[src/hw/rtl/tts_pkg.sv]
package tts_pkg;

	localparam int SLOTS_DEF   = 8;
	localparam int MAX_RESULTS = 8;
	localparam int RUN_W       = $clog2(MAX_RESULTS + 1);
	localparam int HANDLE_W    = 16;
	localparam int TIME_W      = 32;
	localparam int PEND_W      = 8;
	localparam int SLOT_FW     = 3;

	typedef enum logic [1:0] {
		OP_TICK     = 2'd0,
		OP_ADD      = 2'd1,
		OP_DISPATCH = 2'd2,
		OP_DELETE   = 2'd3
	} op_t;

	typedef enum logic [2:0] {
		K_ADDED   = 3'd0,
		K_FULL    = 3'd1,
		K_RUN     = 3'd2,
		K_DELETED = 3'd3,
		K_EMPTY   = 3'd4,
		K_TICK    = 3'd5,
		K_NONE    = 3'd6
	} kind_t;

	typedef struct packed {
		op_t                 op;
		logic [HANDLE_W-1:0] task_handle;
		logic [TIME_W-1:0]   first_delay;
		logic [TIME_W-1:0]   period;
		logic [SLOT_FW-1:0]  slot;
	} request_t;

	typedef struct packed {
		kind_t               kind;
		logic [SLOT_FW-1:0]  slot_index;
		logic [HANDLE_W-1:0] run_handle;
		logic                last;
	} result_t;

	// source of the result loaded into the output register
	typedef enum logic [2:0] {
		SEL_ADDED,
		SEL_FULL,
		SEL_TICK,
		SEL_NONE,
		SEL_RUN_MID,
		SEL_RUN_LAST,
		SEL_DELETED,
		SEL_EMPTY
	} res_sel_t;

	typedef struct packed {
		logic     latch;
		logic     idx_inc;
		logic     tick_upd;
		logic     add_wr;
		logic     disp_take;
		logic     del_clr;
		logic     push;
		res_sel_t push_sel;
	} cmd_t;

	typedef struct packed {
		op_t  op;
		logic cur_valid;
		logic cur_pend_nz;
		logic last_idx;
		logic hold_valid;
		logic runs_next_full;
		logic can_push;
		logic del_hit;
	} status_t;

endpackage

[src/hw/rtl/tts_stream_if.sv]
interface tts_stream_if #(
	parameter type payload_t = logic
) ();
	logic     valid;
	logic     ready;
	payload_t data;

	modport source (output valid, output data, input ready);
	modport sink   (input valid, input data, output ready);
endinterface

[src/hw/rtl/tick_task_scheduler_table_top.sv]
// Channel   Dir  Payload              Notes
// request   in   tts_pkg::request_t   op, task_handle, first_delay, period, slot
// result    out  tts_pkg::result_t    kind, slot_index, run_handle, last
//
// One request at a time. Tick, add and dispatch walk the table one slot per cycle
// unless a result waits on a full result register (add stops early at the first free
// slot); delete goes straight to its slot. The single slot-table read port sets this rate.
// arst_n clears every slot valid bit and all control state at once; no clearing pass.
// The result register holds while result.ready is low; the walk then stalls only
// when a further result must be loaded, and a new request is taken meanwhile.
module tick_task_scheduler_table_top #(
	parameter int SLOTS = tts_pkg::SLOTS_DEF
) (
	input logic         clk,
	input logic         arst_n,
	tts_stream_if.sink   request,
	tts_stream_if.source result
);

	tts_pkg::cmd_t    cmd;
	tts_pkg::status_t st;
	tts_pkg::request_t req_data;
	tts_pkg::result_t  res_data;

	assign req_data = request.data;
	assign result.data = res_data;

	// sequencer: walk control, result ordering, stall on full result register
	tts_ctrl u_ctrl (
		.clk       (clk),
		.arst_n    (arst_n),
		.req_valid (request.valid),
		.req_op    (req_data.op),
		.req_ready (request.ready),
		.st        (st),
		.cmd       (cmd)
	);

	// slot table, walk index, run hold register and result register
	tts_datapath #(
		.SLOTS (SLOTS)
	) u_dp (
		.clk       (clk),
		.arst_n    (arst_n),
		.req_data  (req_data),
		.cmd       (cmd),
		.st        (st),
		.res_valid (result.valid),
		.res_ready (result.ready),
		.res_data  (res_data)
	);

endmodule

[src/hw/rtl/tts_ctrl.sv]
module tts_ctrl (
	input  logic              clk,
	input  logic              arst_n,
	input  logic              req_valid,
	input  tts_pkg::op_t      req_op,
	output logic              req_ready,
	input  tts_pkg::status_t  st,
	output tts_pkg::cmd_t     cmd
);

	typedef enum logic [1:0] {
		S_IDLE,
		S_WALK,
		S_FIN
	} state_t;

	state_t state_q;
	state_t state_d;
	logic   found;

	assign req_ready = (state_q == S_IDLE);
	assign found     = st.cur_valid && st.cur_pend_nz;

	always_comb begin
		cmd      = '0;
		cmd.push_sel = tts_pkg::SEL_TICK;
		state_d  = state_q;
		case (state_q)
			S_IDLE: begin
				if (req_valid) begin
					cmd.latch = 1'b1;
					state_d   = (req_op == tts_pkg::OP_DELETE) ? S_FIN : S_WALK;
				end
			end
			S_WALK: begin
				case (st.op)
					tts_pkg::OP_TICK: begin
						cmd.tick_upd = 1'b1;
						if (st.last_idx) state_d = S_FIN;
						else cmd.idx_inc = 1'b1;
					end
					tts_pkg::OP_ADD: begin
						if (!st.cur_valid) begin
							if (st.can_push) begin
								cmd.add_wr   = 1'b1;
								cmd.push     = 1'b1;
								cmd.push_sel = tts_pkg::SEL_ADDED;
								state_d      = S_IDLE;
							end
						end else if (st.last_idx) begin
							state_d = S_FIN;
						end else begin
							cmd.idx_inc = 1'b1;
						end
					end
					tts_pkg::OP_DISPATCH: begin
						if (found) begin
							// previous run goes out as a middle result before the hold reloads
							if (!st.hold_valid || st.can_push) begin
								cmd.push      = st.hold_valid;
								cmd.push_sel  = tts_pkg::SEL_RUN_MID;
								cmd.disp_take = 1'b1;
								if (st.last_idx || st.runs_next_full) state_d = S_FIN;
								else cmd.idx_inc = 1'b1;
							end
						end else if (st.last_idx) begin
							state_d = S_FIN;
						end else begin
							cmd.idx_inc = 1'b1;
						end
					end
					default: state_d = S_FIN;
				endcase
			end
			S_FIN: begin
				if (st.can_push) begin
					cmd.push = 1'b1;
					state_d  = S_IDLE;
					case (st.op)
						tts_pkg::OP_TICK: cmd.push_sel = tts_pkg::SEL_TICK;
						tts_pkg::OP_ADD:  cmd.push_sel = tts_pkg::SEL_FULL;
						tts_pkg::OP_DISPATCH: begin
							cmd.push_sel = st.hold_valid ? tts_pkg::SEL_RUN_LAST
							                             : tts_pkg::SEL_NONE;
						end
						default: begin
							cmd.del_clr  = st.del_hit;
							cmd.push_sel = st.del_hit ? tts_pkg::SEL_DELETED
							                          : tts_pkg::SEL_EMPTY;
						end
					endcase
				end
			end
			default: state_d = S_IDLE;
		endcase
	end

	always_ff @(posedge clk or negedge arst_n) begin
		if (!arst_n) begin
			state_q <= S_IDLE;
		end else begin
			state_q <= state_d;
		end
	end

endmodule

[src/hw/rtl/tts_datapath.sv]
module tts_datapath #(
	parameter int SLOTS = tts_pkg::SLOTS_DEF
) (
	input  logic               clk,
	input  logic               arst_n,
	input  tts_pkg::request_t  req_data,
	input  tts_pkg::cmd_t      cmd,
	output tts_pkg::status_t   st,
	output logic               res_valid,
	input  logic               res_ready,
	output tts_pkg::result_t   res_data
);

	localparam int IDX_W = (SLOTS > 1) ? $clog2(SLOTS) : 1;

	// slot table
	logic                         valid_q  [SLOTS];
	logic [tts_pkg::HANDLE_W-1:0] handle_q [SLOTS];
	logic [tts_pkg::TIME_W-1:0]   cnt_q    [SLOTS];
	logic [tts_pkg::TIME_W-1:0]   per_q    [SLOTS];
	logic [tts_pkg::PEND_W-1:0]   pend_q   [SLOTS];

	// latched request
	tts_pkg::request_t req_q;

	logic [IDX_W-1:0]             idx_q;
	logic [tts_pkg::RUN_W-1:0]    nrun_q;
	logic                         hold_valid_q;
	logic [tts_pkg::SLOT_FW-1:0]  hold_idx_q;
	logic [tts_pkg::HANDLE_W-1:0] hold_handle_q;
	logic                         res_valid_q;
	tts_pkg::result_t             res_q;

	logic [IDX_W-1:0]             addr;
	logic                         in_range;
	logic                         cur_valid;
	tts_pkg::result_t             res_d;

	assign addr      = (req_q.op == tts_pkg::OP_DELETE) ? IDX_W'(req_q.slot) : idx_q;
	assign in_range  = (32'(req_q.slot) < SLOTS);
	assign cur_valid = valid_q[addr];

	always_comb begin
		st                = '0;
		st.op             = req_q.op;
		st.cur_valid      = cur_valid;
		st.cur_pend_nz    = (pend_q[addr] != '0);
		st.last_idx       = (idx_q == IDX_W'(SLOTS - 1));
		st.hold_valid     = hold_valid_q;
		st.runs_next_full = (nrun_q == tts_pkg::RUN_W'(tts_pkg::MAX_RESULTS - 1));
		st.can_push       = !res_valid_q || res_ready;
		st.del_hit        = in_range && cur_valid;
	end

	always_comb begin
		res_d = '0;
		res_d.last = 1'b1;
		case (cmd.push_sel)
			tts_pkg::SEL_ADDED: begin
				res_d.kind       = tts_pkg::K_ADDED;
				res_d.slot_index = tts_pkg::SLOT_FW'(idx_q);
				res_d.run_handle = req_q.task_handle;
			end
			tts_pkg::SEL_FULL: res_d.kind = tts_pkg::K_FULL;
			tts_pkg::SEL_TICK: res_d.kind = tts_pkg::K_TICK;
			tts_pkg::SEL_NONE: res_d.kind = tts_pkg::K_NONE;
			tts_pkg::SEL_RUN_MID, tts_pkg::SEL_RUN_LAST: begin
				res_d.kind       = tts_pkg::K_RUN;
				res_d.slot_index = hold_idx_q;
				res_d.run_handle = hold_handle_q;
				res_d.last       = (cmd.push_sel == tts_pkg::SEL_RUN_LAST);
			end
			tts_pkg::SEL_DELETED: begin
				res_d.kind       = tts_pkg::K_DELETED;
				res_d.slot_index = req_q.slot;
				res_d.run_handle = handle_q[addr];
			end
			tts_pkg::SEL_EMPTY: begin
				res_d.kind       = tts_pkg::K_EMPTY;
				res_d.slot_index = req_q.slot;
			end
			default: res_d.kind = tts_pkg::K_NONE;
		endcase
	end

	// control state
	always_ff @(posedge clk or negedge arst_n) begin
		if (!arst_n) begin
			for (int i = 0; i < SLOTS; i++) valid_q[i] <= 1'b0;
			idx_q        <= '0;
			nrun_q       <= '0;
			hold_valid_q <= 1'b0;
			res_valid_q  <= 1'b0;
		end else begin
			if (cmd.latch) begin
				idx_q        <= '0;
				nrun_q       <= '0;
				hold_valid_q <= 1'b0;
			end else if (cmd.idx_inc) begin
				idx_q <= idx_q + 1'b1;
			end
			if (cmd.add_wr) valid_q[addr] <= 1'b1;
			if (cmd.del_clr) valid_q[addr] <= 1'b0;
			if (cmd.disp_take) begin
				nrun_q       <= nrun_q + 1'b1;
				hold_valid_q <= 1'b1;
				if (per_q[addr] == '0) valid_q[addr] <= 1'b0;  // one-shot frees itself
			end
			if (cmd.push && cmd.push_sel == tts_pkg::SEL_RUN_LAST) hold_valid_q <= 1'b0;
			if (cmd.push) res_valid_q <= 1'b1;
			else if (res_ready) res_valid_q <= 1'b0;
		end
	end

	// payload
	always_ff @(posedge clk) begin
		if (cmd.latch) req_q <= req_data;
		if (cmd.push) res_q <= res_d;
		if (cmd.tick_upd && cur_valid) begin
			if (cnt_q[addr] == '0) begin
				if (pend_q[addr] != '1) pend_q[addr] <= pend_q[addr] + 1'b1;
				cnt_q[addr] <= per_q[addr];
			end else begin
				cnt_q[addr] <= cnt_q[addr] - 1'b1;
			end
		end
		if (cmd.add_wr) begin
			handle_q[addr] <= req_q.task_handle;
			cnt_q[addr]    <= req_q.first_delay;
			per_q[addr]    <= req_q.period;
			pend_q[addr]   <= '0;
		end
		if (cmd.disp_take) begin
			pend_q[addr]  <= pend_q[addr] - 1'b1;
			hold_idx_q    <= tts_pkg::SLOT_FW'(idx_q);
			hold_handle_q <= handle_q[addr];
		end
	end

	assign res_valid = res_valid_q;
	assign res_data  = res_q;

endmodule

[src/flat_wrapper.sv]
// flat-port wrapper written by rule: the top's interface ports become plain ports
module tick_task_scheduler_table_top_flat 
#(
	parameter int SLOTS = tts_pkg::SLOTS_DEF
)
  (clk, arst_n, request_valid, request_data, request_ready, result_valid, result_data, result_ready);
  tts_stream_if #(.payload_t(tts_pkg::request_t)) request_i ();
  tts_stream_if #(.payload_t(tts_pkg::result_t)) result_i ();
  input logic clk;
  input logic arst_n;
  input wire logic [$bits(request_i.valid)-1:0] request_valid;
  input wire logic [$bits(request_i.data)-1:0] request_data;
  output wire logic [$bits(request_i.ready)-1:0] request_ready;
  output wire logic [$bits(result_i.valid)-1:0] result_valid;
  output wire logic [$bits(result_i.data)-1:0] result_data;
  input wire logic [$bits(result_i.ready)-1:0] result_ready;
  assign request_i.valid = request_valid;
  assign request_i.data = request_data;
  assign request_ready = request_i.ready;
  assign result_valid = result_i.valid;
  assign result_data = result_i.data;
  assign result_i.ready = result_ready;
  tick_task_scheduler_table_top #(.SLOTS(SLOTS)) u_core (.clk(clk), .arst_n(arst_n), .request(request_i), .result(result_i));
endmodule
[config.mk]
export PLATFORM = sky130hd
export DESIGN_NAME = tick_task_scheduler_table_top_flat
export DESIGN_NICKNAME = d
export VERILOG_FILES = /design/src/hw/rtl/tts_pkg.sv /design/src/hw/rtl/tts_stream_if.sv /design/src/hw/rtl/tick_task_scheduler_table_top.sv /design/src/hw/rtl/tts_ctrl.sv /design/src/hw/rtl/tts_datapath.sv /design/src/flat_wrapper.sv
export SDC_FILE = /design/constraint.sdc
export NUM_CORES = 1
export LEC_CHECK = 0
export ABC_AREA = 1
export BUFFER_PORTS_ARGS = -buffer_cell sky130_fd_sc_hd__buf_2
export CAP_MARGIN = 20
export CORE_ASPECT_RATIO = 0.75
export CORE_MARGIN = 2
export CORE_UTILIZATION = 35
export DETAILED_ROUTE_END_ITERATION = 12
export GPL_ROUTABILITY_DRIVEN = 0
export SYNTH_ARGS = -nofsm -noshare
export SYNTH_HDL_FRONTEND = slang
export SYNTH_SLANG_ARGS = --single-unit
[constraint.sdc]
create_clock -name clk -period 12.9 [get_ports clk]
set_clock_uncertainty 0.2 [all_clocks]
set_input_delay 0.645 -clock clk [delete_from_list [all_inputs] [get_ports clk]]
set_output_delay 0.645 -clock clk [all_outputs]
set_load 0.05 [all_outputs]
==> impl_metrics.py <==
metrics = {
    "route": {
        "num_vias": 23560,
        "finalWirelength_um": 93900,
        "dr.first_iter.drc_count": 2623,
        "wl_per_cell_um": 19.8,
        "drtAntennaViolNets": 0,
        "dr.pass1.iters": 5,
        "avgViaCountPerCell": 4.95,
        "drc": 0,
    },
    "logic_synthesis": {
        "synth-seq-cells": 850,
        "synth_seq_area_share_pct": 71.4,
        "yosysWarnings": 0,
        "synth-edff-count": 831,
        "synthCells": 3151,
        "syn_area_um2": 35600,
        "netlist-cell-type-count": 46,
        "ys_async_sr_fraction_pct": 2.24,
        "avgSynthCellArea_um2": 11.3,
        "synth_nets": 3256,
        "ys.flop_type": "edfxtp_1",
    },
    "min_path": {
        "whs_path_depth": 4,
        "hold_class": "primary input to register",
    },
    "cts": {
        "cts-root-buf": "clkbuf_16",
        "hold_buffers": 86,
        "cts_resized": 0,
        "cts_tree": "done",
        "numCtsBuffers": 84,
        "cts.path.max_buffers": 3,
        "cts_setup_buffers": 0,
        "cts.sinks": 850,
        "cts_max_level": 3,
        "clk-insertion-delay-late_ns": 0.69,
        "clkTransAtPathRegs_ns": 0.06,
    },
    "timing": {
        "rsz0062_at_grt": "no",
        "max_freq_ghz": 0.140,
        "finalWorstSetupSlack_ns": 5.76,
        "maxSlewViolCount": 0,
        "period_share_pct": 55.4,
        "worstMarginPinSlew_ns": 1.12,
        "finalHoldViolCount": 0,
        "setup-violations-final": 0,
        "fin_hold_ws_ns": 0.141,
        "fin_tns_setup_ns": 0,
        "slew_headroom_pct": 25.7,
        "min_period_ns": 7.14,
    },
    "die": {
        "die_h_um": 280,
        "die_x_um": 372,
        "dieArea_um2": 104000,
        "fp-row-count": 101,
        "coreArea_um2": 101000,
        "io_pins": 114,
        "start_util_pct": 35.2,
    },
    "setup_path": {
        "cp_max_fo": 37,
        "cp-start-kind": "register",
        "path_cells": "ha_1 -> inv_2 -> nand2_1 -> nand2_2 -> nand2_1 -> nor2_4 -> buf_4 -> a22oi_1 -> nand4_1 -> inv_1 -> ha_1 -> nand2_1 -> nor2_1 -> nand2_1 -> nand4_2 -> o21bai_2 -> nand2_1 -> nor2_4 -> nand2_1 -> nand3_1",
        "crit_type": "register to register",
        "cpMostUsedCell": "nand2_1",
        "critical-path-max-stage-delay_ns": 0.82,
        "worst_r2r_path_depth": 20,
        "worstPathRequired_ns": 13.24,
        "end_kind": "register",
        "crit_arrival_ns": 7.48,
        "crit_slowest_cell": "nand2_1",
    },
    "final_layout": {
        "multi_input_area_um2": 9000,
        "area_delta_synth_final_pct": 16.0,
        "diodes": 0,
        "finalNonFillerCells": 4755,
        "final_nets": 3456,
        "fillers": 9487,
        "final_common_cell": "nand2_1",
        "layout_common_cells": "nand2_1 (1231), edfxtp_1 (831), nor2_1 (170)",
        "final_area_um2": 41300,
        "finish.utilization_pct": 40.9,
        "drive_gt1_share_pct": 10.2,
        "register_area_um2": 25400,
    },
    "global_route": {
        "use_met1_pct": 27.1,
        "grt_overflow": 0,
        "grt_max_degree": 131,
        "grt_first_pass_wirelength_um": 140000,
        "grt_pass1_vias": 22161,
        "busiest_layer": "met1",
        "antenna_found_initial": 0,
        "gr-usage-met3_pct": 3.91,
        "grtUsageTotal_pct": 17.9,
        "use_met2_pct": 26.0,
    },
    "place": {
        "dpl_cell_area_um2": 37600,
        "dp_hpwl_um": 54400,
        "dp.cells": 4518,
        "place_ws_ns": 5.73,
        "port_buffers": 113,
    },
    "power_and_ir_drop": {
        "total_power_mw": 8.87,
        "vdd_ir_drop_max_uv": 136,
        "power.density_nw_per_um2": 215,
        "leakagePower_nw": 15.6,
    },
    "run_status": {
        "status": "complete, no violations",
    },
    "job": {
        "maxCapViolCount": 0,
    },
}
-- flip-flops by register name, indices dropped and copies added (netlist names), 3 cells and up --
| name | count |
|---|---|
| u_core.u_dp.handle_q | 128 |
| u_core.u_dp.valid_q | 8 |
| u_core.u_dp.per_q | 256 |
| u_core.u_dp.req_q | 83 |
| u_core.u_dp.cnt_q | 256 |
| u_core.u_dp.nrun_q | 4 |
| u_core.u_dp.hold_idx_q | 3 |
| u_core.u_dp.res_data | 23 |
| u_core.u_dp.pend_q | 64 |
| u_core.u_dp.hold_handle_q | 16 |
| u_core.u_dp.idx_q | 3 |
-- synth_stat cells, types with 2 or more instances --
library cell / number / area [µm²]
nor2_2: 16 / 100
nor2_1: 190 / 713
o211ai_1: 2 / 15.0
nor3_1: 8 / 40.0
xor2_1: 17 / 149
nand2_2: 12 / 75.1
and2_0: 3 / 18.8
xnor2_1: 3 / 26.3
nor3_2: 2 / 20.0
a22o_1: 5 / 43.8
buf_6: 21 / 236
edfxtp_1: 831 / 25000
inv_2: 5 / 18.8
a22oi_1: 63 / 473
inv_1: 168 / 631
buf_4: 11 / 82.6
nand4_1: 31 / 194
nand3b_1: 2 / 15.0
nand3_1: 153 / 766
o21ai_0: 59 / 295
nor2_4: 3 / 33.8
nand3_2: 2 / 20.0
clkbuf_1: 42 / 158
buf_2: 38 / 190
o22ai_1: 5 / 31.3
dfrtp_1: 19 / 475
a21oi_1: 138 / 691
a221oi_1: 5 / 43.8
o21ai_1: 17 / 85.1
buf_1: 14 / 52.6
o22a_1: 2 / 17.5
nand2_1: 1233 / 4630
and2_1: 2 / 12.5
or2_2: 2 / 12.5
ha_1: 16 / 200
-- path summary, 6_finish.rpt --
check	startpoint	end	slack, ns
max	u_core.u_dp.st[7]	u_core.u_dp.res_data[8]	5.76
min	request_valid	u_core.u_ctrl.state_q[1]	0.14
max reg2reg	u_core.u_dp.st[7]	u_core.u_dp.res_data[8]	5.76
min reg2reg	u_core.u_dp.nrun_q[0]	u_core.u_dp.nrun_q[0]	0.35
max in group asynchronous	arst_n	u_core.u_dp.nrun_q[1]	11.90
min in group asynchronous	arst_n	u_core.u_dp.res_valid	0.26
-- layer usage --
| metal | routed length, µm | up-vias |
|---|---|---|
| met1 | 44500 | 11418 |
| met2 | 40400 | 889 |
| met4 | 1640 | 0 |
| met5 | 0 | - |
| met3 | 7430 | 107 |
| li1 | - | 11146 |
-- power by group --
| part | switching, mW | leakage [nW] | internal (mW) |
|---|---|---|---|
| Clock | 1.09 | 1.37 | 1.43 |
| Sequential | 0.127 | 7.78 | 3.58 |
| Combinational | 2.01 | 6.48 | 0.628 |
-- final cells by class --
class	count	share of cell area, %
clock inverters	51	1.48
multi-input cells	2001	21.8
clock buffers	100	5.38
inverters	174	1.59
repair buffers	240	4.20
well taps	1339	4.05
flip-flops and latches	850	61.5
-- worst max-delay path: cells and delay by family, from the launching register on --
family / cells / cell delay (ns)
buffers and inverters: 3 / 0.77
adder cells (fa/ha/maj): 2 / 0.58
AND/OR/NAND/NOR: 13 / 3.93
flip-flops: 1 / 0.44
AO/OA/AOI/OAI: 2 / 0.96
-- cells by family after synthesis --
family,share of synthesized area (%)
xor+xnor,0.492
flops,71.4
buf+inv,3.85
compound gates,4.91
fa+ha+maj,0.562
simple gates,18.8
Note: power is estimated with default switching activity, not from simulation.
